[src/hdl/mwfid_pkg.sv]
// Shared types and constants for the mapped word memory with flash ID emulation.
`default_nettype none

package mwfid_pkg;

    localparam int ADDR_W        = 32;
    localparam int DATA_W        = 32;
    localparam int LEN_W         = 17;
    localparam int PHYS_W        = 16;
    localparam int CFG_IDX_W     = 3;
    localparam int REM_STEP_BITS = 4;

    typedef enum logic [1:0] {
        OP_RD_WORD = 2'd0,
        OP_WR_WORD = 2'd1,
        OP_RD_BYTE = 2'd2,
        OP_WR_BYTE = 2'd3
    } t_op;

    typedef enum logic [2:0] {
        FL_IDLE     = 3'd0,
        FL_STEP1    = 3'd1,
        FL_STEP2    = 3'd2,
        FL_STEP3    = 3'd3,
        FL_UNLOCKED = 3'd4,
        FL_FAILED   = 3'd7
    } t_flash;

    typedef enum logic [2:0] {
        ST_CLEAR,
        ST_IDLE,
        ST_MAP,
        ST_REM1,
        ST_IDX,
        ST_ACCESS,
        ST_RESP
    } t_state;

    typedef enum logic [CFG_IDX_W-1:0] {
        REG_BASE_ADDR     = 3'd0,
        REG_REGION_LENGTH = 3'd1,
        REG_ALIAS_BASE    = 3'd2,
        REG_ALIAS_PHYS    = 3'd3,
        REG_ALIAS_LENGTH  = 3'd4,
        REG_FLASH_CODE    = 3'd5,
        REG_READ_ONLY     = 3'd6
    } t_reg;

    localparam logic [LEN_W-1:0]  REGION_LEN_RESET = 17'h10000;

    localparam logic [DATA_W-1:0] FL_RESET_WORD   = 32'hf0f0f0f0;
    localparam logic [DATA_W-1:0] FL_UNLOCK1_WORD = 32'haaaaaaaa;
    localparam logic [DATA_W-1:0] FL_UNLOCK2_WORD = 32'h55555555;
    localparam logic [DATA_W-1:0] FL_AUTOSEL_WORD = 32'h90909090;
    localparam logic [15:0]       FL_ADDR_A       = 16'h5550;
    localparam logic [15:0]       FL_ADDR_B       = 16'haaa0;
    localparam logic [ADDR_W-1:0] FL_ID_ADDR      = 32'd4;

endpackage

`default_nettype wire

[src/hdl/mwfid_rem.sv]
// Iterative remainder unit, restoring, several dividend bits per cycle.
`default_nettype none

module mwfid_rem
    import mwfid_pkg::*;
#(
    parameter int DIV_W = 17
) (
    input  wire logic              i_clk,
    input  wire logic              i_rst_n,
    input  wire logic              i_start,
    input  wire logic [ADDR_W-1:0] i_dividend,
    input  wire logic [DIV_W-1:0]  i_divisor,
    output logic                   o_done,
    output logic      [DIV_W-1:0]  o_rem
);

    localparam int STEPS = ADDR_W / REM_STEP_BITS;
    localparam int CNT_W = $clog2(STEPS);

    logic              r_busy;
    logic              r_done;
    logic [CNT_W-1:0]  r_cnt;
    logic [DIV_W-1:0]  r_rem;
    logic [DIV_W-1:0]  r_div;
    logic [ADDR_W-1:0] r_sh;

    logic [DIV_W-1:0]  n_rem;
    logic [DIV_W-1:0]  acc;
    logic [DIV_W:0]    trial;

    always_comb begin
        acc   = r_rem;
        trial = '0;
        for (int k = 0; k < REM_STEP_BITS; k++) begin
            trial = {acc, r_sh[ADDR_W-1-k]};
            if (trial >= {1'b0, r_div}) begin
                acc = DIV_W'(trial - {1'b0, r_div});
            end else begin
                acc = trial[DIV_W-1:0];
            end
        end
        n_rem = acc;
    end

    always_ff @(posedge i_clk) begin
        if (!i_rst_n) begin
            r_busy <= 1'b0;
            r_done <= 1'b0;
            r_cnt  <= '0;
        end else begin
            r_done <= 1'b0;
            if (i_start) begin
                r_busy <= 1'b1;
                r_cnt  <= '0;
            end else if (r_busy) begin
                r_cnt <= r_cnt + 1'b1;
                if (r_cnt == CNT_W'(STEPS - 1)) begin
                    r_busy <= 1'b0;
                    r_done <= 1'b1;
                end
            end
        end
    end

    always_ff @(posedge i_clk) begin
        if (i_start) begin
            r_rem <= '0;
            r_sh  <= i_dividend;
            r_div <= i_divisor;
        end else if (r_busy) begin
            r_rem <= n_rem;
            r_sh  <= r_sh << REM_STEP_BITS;
        end
    end

    assign o_done = r_done;
    assign o_rem  = r_rem;

endmodule

`default_nettype wire

[config.mk]
export PLATFORM = sky130hd
export DESIGN_NAME = mwfid_rem
export DESIGN_NICKNAME = d
export VERILOG_FILES = /design/src/hdl/mwfid_pkg.sv /design/src/hdl/mwfid_rem.sv
export SDC_FILE = /design/constraint.sdc
export NUM_CORES = 1
export LEC_CHECK = 0
export BUFFER_PORTS_ARGS = -buffer_cell sky130_fd_sc_hd__buf_4
export CORE_MARGIN = 3
export CORE_UTILIZATION = 60
export DETAILED_ROUTE_END_ITERATION = 10
export GPL_TIMING_DRIVEN = 0
export PLACE_DENSITY = 0.77
export SLEW_MARGIN = 40
export SYNTH_ARGS = -nofsm -noshare
export SYNTH_HDL_FRONTEND = slang
export SYNTH_SLANG_ARGS = --single-unit
[constraint.sdc]
create_clock -name i_clk -period 12.4 [get_ports i_clk]
set_input_delay 0.62 -clock i_clk [delete_from_list [all_inputs] [get_ports i_clk]]
set_output_delay 0.62 -clock i_clk [all_outputs]
set_load 0.02 [all_outputs]
==> flow_summary.yaml <==
yosys:
  synth-async-reset-ratio: 0
  syn_avg_cell_area_um2: 9.087
  syn-cell-area_um2: 6879
  yosys_register_bits: 71
  synth_nets: 883
  synth_edf_count: 49
  ys_types: 74
  yosys.area.top_type_share: 0.2139
  synthTopCellsByArea: "edfxtp_1 (21%), ha_1 (13%), dfxtp_1 (6.4%), mux2_2 (5.6%), xnor2_1 (3.9%)"
  synthFlopType: "edfxtp_1"
  ys_seq_area_frac: 0.2779
  synth_cells: 757
  synth_top_cell_by_area: "edfxtp_1"
  yosys_warnings: 0
timing:
  setup_slack_ns: 0.7030
  min_period_ns: 11.70
  period_share: 0.9433
  fin_skew_ns: 0.007341
  drv_slew: 0
  hold_viol_final: 0
  slew_headroom: 0.5154
  tightestPinTransition_ns: 0.7243
  fmax_mhz: 85.49
  rsz0062_at_grt: "false"
  setup_viol: 0
worst_setup_path:
  endpoint_kind: "flop"
  start_kind: "flop"
  regToRegSetupSlack_ns: 0.70
  max_stage_delay_ns: 0.51
  crit_type: "flop to flop"
  required_ns: 12.67
  cp_common_cell: "a21oi_1"
  cp_slowest_cell: "nor4_2"
  cp.arrival_ns: 11.97
  cp_max_fo: 10
place:
  place.gp.congestion: 0.9029
  hpwlAfterDp_mm: 15.93
  portBuffers: 69
  dp_slack_ns: 0.04262
  dpl.cell_count: 966
grt:
  grt_overflow: 0
  antenna_found_initial: 0
  grt_max_degree: 33
  grt_pass1_wl_mm: 32.37
  first_global_vias: 6454
  grt_util_all_layers: 0.3203
clock_network:
  clockBufferDepth: 2
  cts_num_sinks: 71
  path_clk_slew_ns: 0.06
  cts_tree: "built"
  numCtsBuffers: 9
  clock-root-buffer: "clkbuf_16"
  htreeDepth: 3
  clk_latency_ns: 0.34
final_layout:
  final_core_util: 0.7180
  syn_to_final_growth_pct: 15.13
  num_antenna_cells: 0
  seqCellArea_um2: 1912
  multi_input_area_um2: 4736
  fill_cells: 808
  finalNetCount: 963
  instances_no_fill: 982
  drive_gt1_frac: 0.1936
floorplan:
  die_x_um: 113.1
  pin_count: 70
  initial_core_util: 0.6236
  die_y_um: 113.1
  fp.dieArea_um2: 12790
  core_um2: 11030
  num_rows: 38
run:
  maxCapViolations: 0
route:
  viasPerCell: 6.520
  drt-total-wl_mm: 20.05
  drtIter0Drc: 535
  wl_per_cell_um: 20.41
  dr_total_vias: 6403
  postRouteAntennaNets: 0
  drt_pass1_iterations: 5
  drcViolationCount: 0
status:
  status: "finished, final reports clean"
hold_path:
  worstHoldPathType: "primary input to flop"
==> critical path: cells and delay by family (launching register included) <==
kind	cells	cell delay (ns)
AO/OA/AOI/OAI	20	5.42
adder cells (fa/ha/maj)	5	1.58
buffers and inverters	5	1.07
flip-flops	1	0.48
multiplexers	1	0.38
AND/OR/NAND/NOR	11	2.67
==> what timing repair did <==
item | 4_1_cts | 5_1_grt
gates cloned | 0 | 0
resized for setup | 1 | 7
setup endpoints to repair | 4 | 17
hold buffers | 0 | 0
setup buffers | 0 | 0
==> Yosys cell counts, types with 13 or more instances <==
cell / number
mux2i_1: 16
a21oi_1: 50
inv_1: 47
xor2_1: 19
nand2_1: 41
xnor2_1: 31
a21o_1: 24
dfxtp_1: 22
o21ai_0: 46
edfxtp_1: 49
mux2_2: 34
nor3_1: 20
ha_1: 70
o22ai_1: 13
a211oi_1: 23
nor2_1: 55
==> routing by layer <==
| layer | wire length, um | vias up | GRT usage | part of all wire |
|---|---|---|---|---|
| li1 | - | 3042 | - | - |
| met1 | 8006 | 2999 | 0.3957 | 0.40 |
| met2 | 9593 | 290 | 0.5458 | 0.48 |
| met3 | 1568 | 72 | 0.05561 | 0.078 |
| met4 | 877 | 0 | 0.1466 | 0.044 |
| met5 | 0 | - | 0 | 0 |
==> area by class of cell <==
| cell class | count | share of cell area |
|---|---|---|
| Buffer | 17 | 0.01153 |
| Clock buffer | 9 | 0.02844 |
| Clock inverter | 7 | 0.01090 |
| Inverter | 47 | 0.02227 |
| Multi-Input combinational cell | 622 | 0.5979 |
| Sequential cell | 71 | 0.2414 |
| Tap cell | 140 | 0.02212 |
| Timing Repair Buffer | 69 | 0.06540 |
==> flip-flops by register name (all words and copies together), names as in the netlist <==
signal and count:
r_sh 32, o_rem 17, r_div 17, r_cnt 3, o_done 1, r_busy 1
==> cell families (layout without fill, tap and decap cells) <==
kind of cell | after synthesis | after routing | share of synthesized area
AOI/OAI and AO/OA | 239 | 239 | 0.2417
and+or+nand+nor | 205 | 205 | 0.1517
adders and majority gates | 74 | 74 | 0.1390
DFF | 71 | 71 | 0.2779
buffers and inverters | 64 | 149 | 0.03856
muxes | 54 | 54 | 0.08749
xor gates and xnor gates | 50 | 50 | 0.06366
==> final timing paths <==
check | from | endpoint | cells past startpoint
max | r_div[0]$_DFFE_PP_ | o_rem[1]$_SDFFE_PP0P_ | 42
min | i_divisor[16] | r_div[16]$_DFFE_PP_ | 1
min reg2reg | r_cnt[1]$_SDFFE_PP0P_ | r_cnt[1]$_SDFFE_PP0P_ | 2
max reg2reg | r_div[0]$_DFFE_PP_ | o_rem[1]$_SDFFE_PP0P_ | 42
==> placed cells by master (no fill, tap or decap), drive strengths merged, types with 3 or more instances in the layout <==
master / synthesis / layout
buf: 10 / 78
ha: 70 / 70
nor2: 56 / 56
a21oi: 51 / 51
o21ai: 50 / 50
edfxtp: 49 / 49
inv: 47 / 48
nand2: 41 / 41
mux2: 37 / 37
xnor2: 31 / 31
a21o: 24 / 24
a211oi: 24 / 24
dfxtp: 22 / 22
nor3: 21 / 21
xor2: 19 / 19
mux2i: 17 / 17
clkbuf: 7 / 17
o22ai: 13 / 13
nand3: 13 / 13
o21a: 12 / 12
nor4: 11 / 11
a311oi: 11 / 11
or2: 10 / 10
nand2b: 10 / 10
and3: 8 / 8
nor2b: 8 / 8
or3: 8 / 8
o21bai: 7 / 7
nand4: 6 / 6
and2: 6 / 6
a31oi: 5 / 5
o211ai: 4 / 4
o31a: 4 / 4
fa: 4 / 4
o31ai: 4 / 4
clkinv: 0 / 4
a211o: 3 / 3
a311o: 3 / 3
or4: 3 / 3
==> per-stage QoR <==
| stage | cell area (um^2) | TNS (ns) | hold WS, ns |
|---|---|---|---|
| 3_5_place_dp | 7581 | 0 | 0.4973 |
| 4_1_cts | 7895 | 0 | 0.4471 |
| 3_3_place_gp | 7572 | -0.01078 | 0.4849 |
| 5_1_grt | 7920 | 0 | 0.4489 |
| 2_1_floorplan | 6879 | 0 | 0.4647 |
| 6_report | 7920 | 0 | 0.4542 |
Power is left out: the tool's default activity adds up to more than one toggle a clock period on the data nets, which glitch-free logic cannot reach.
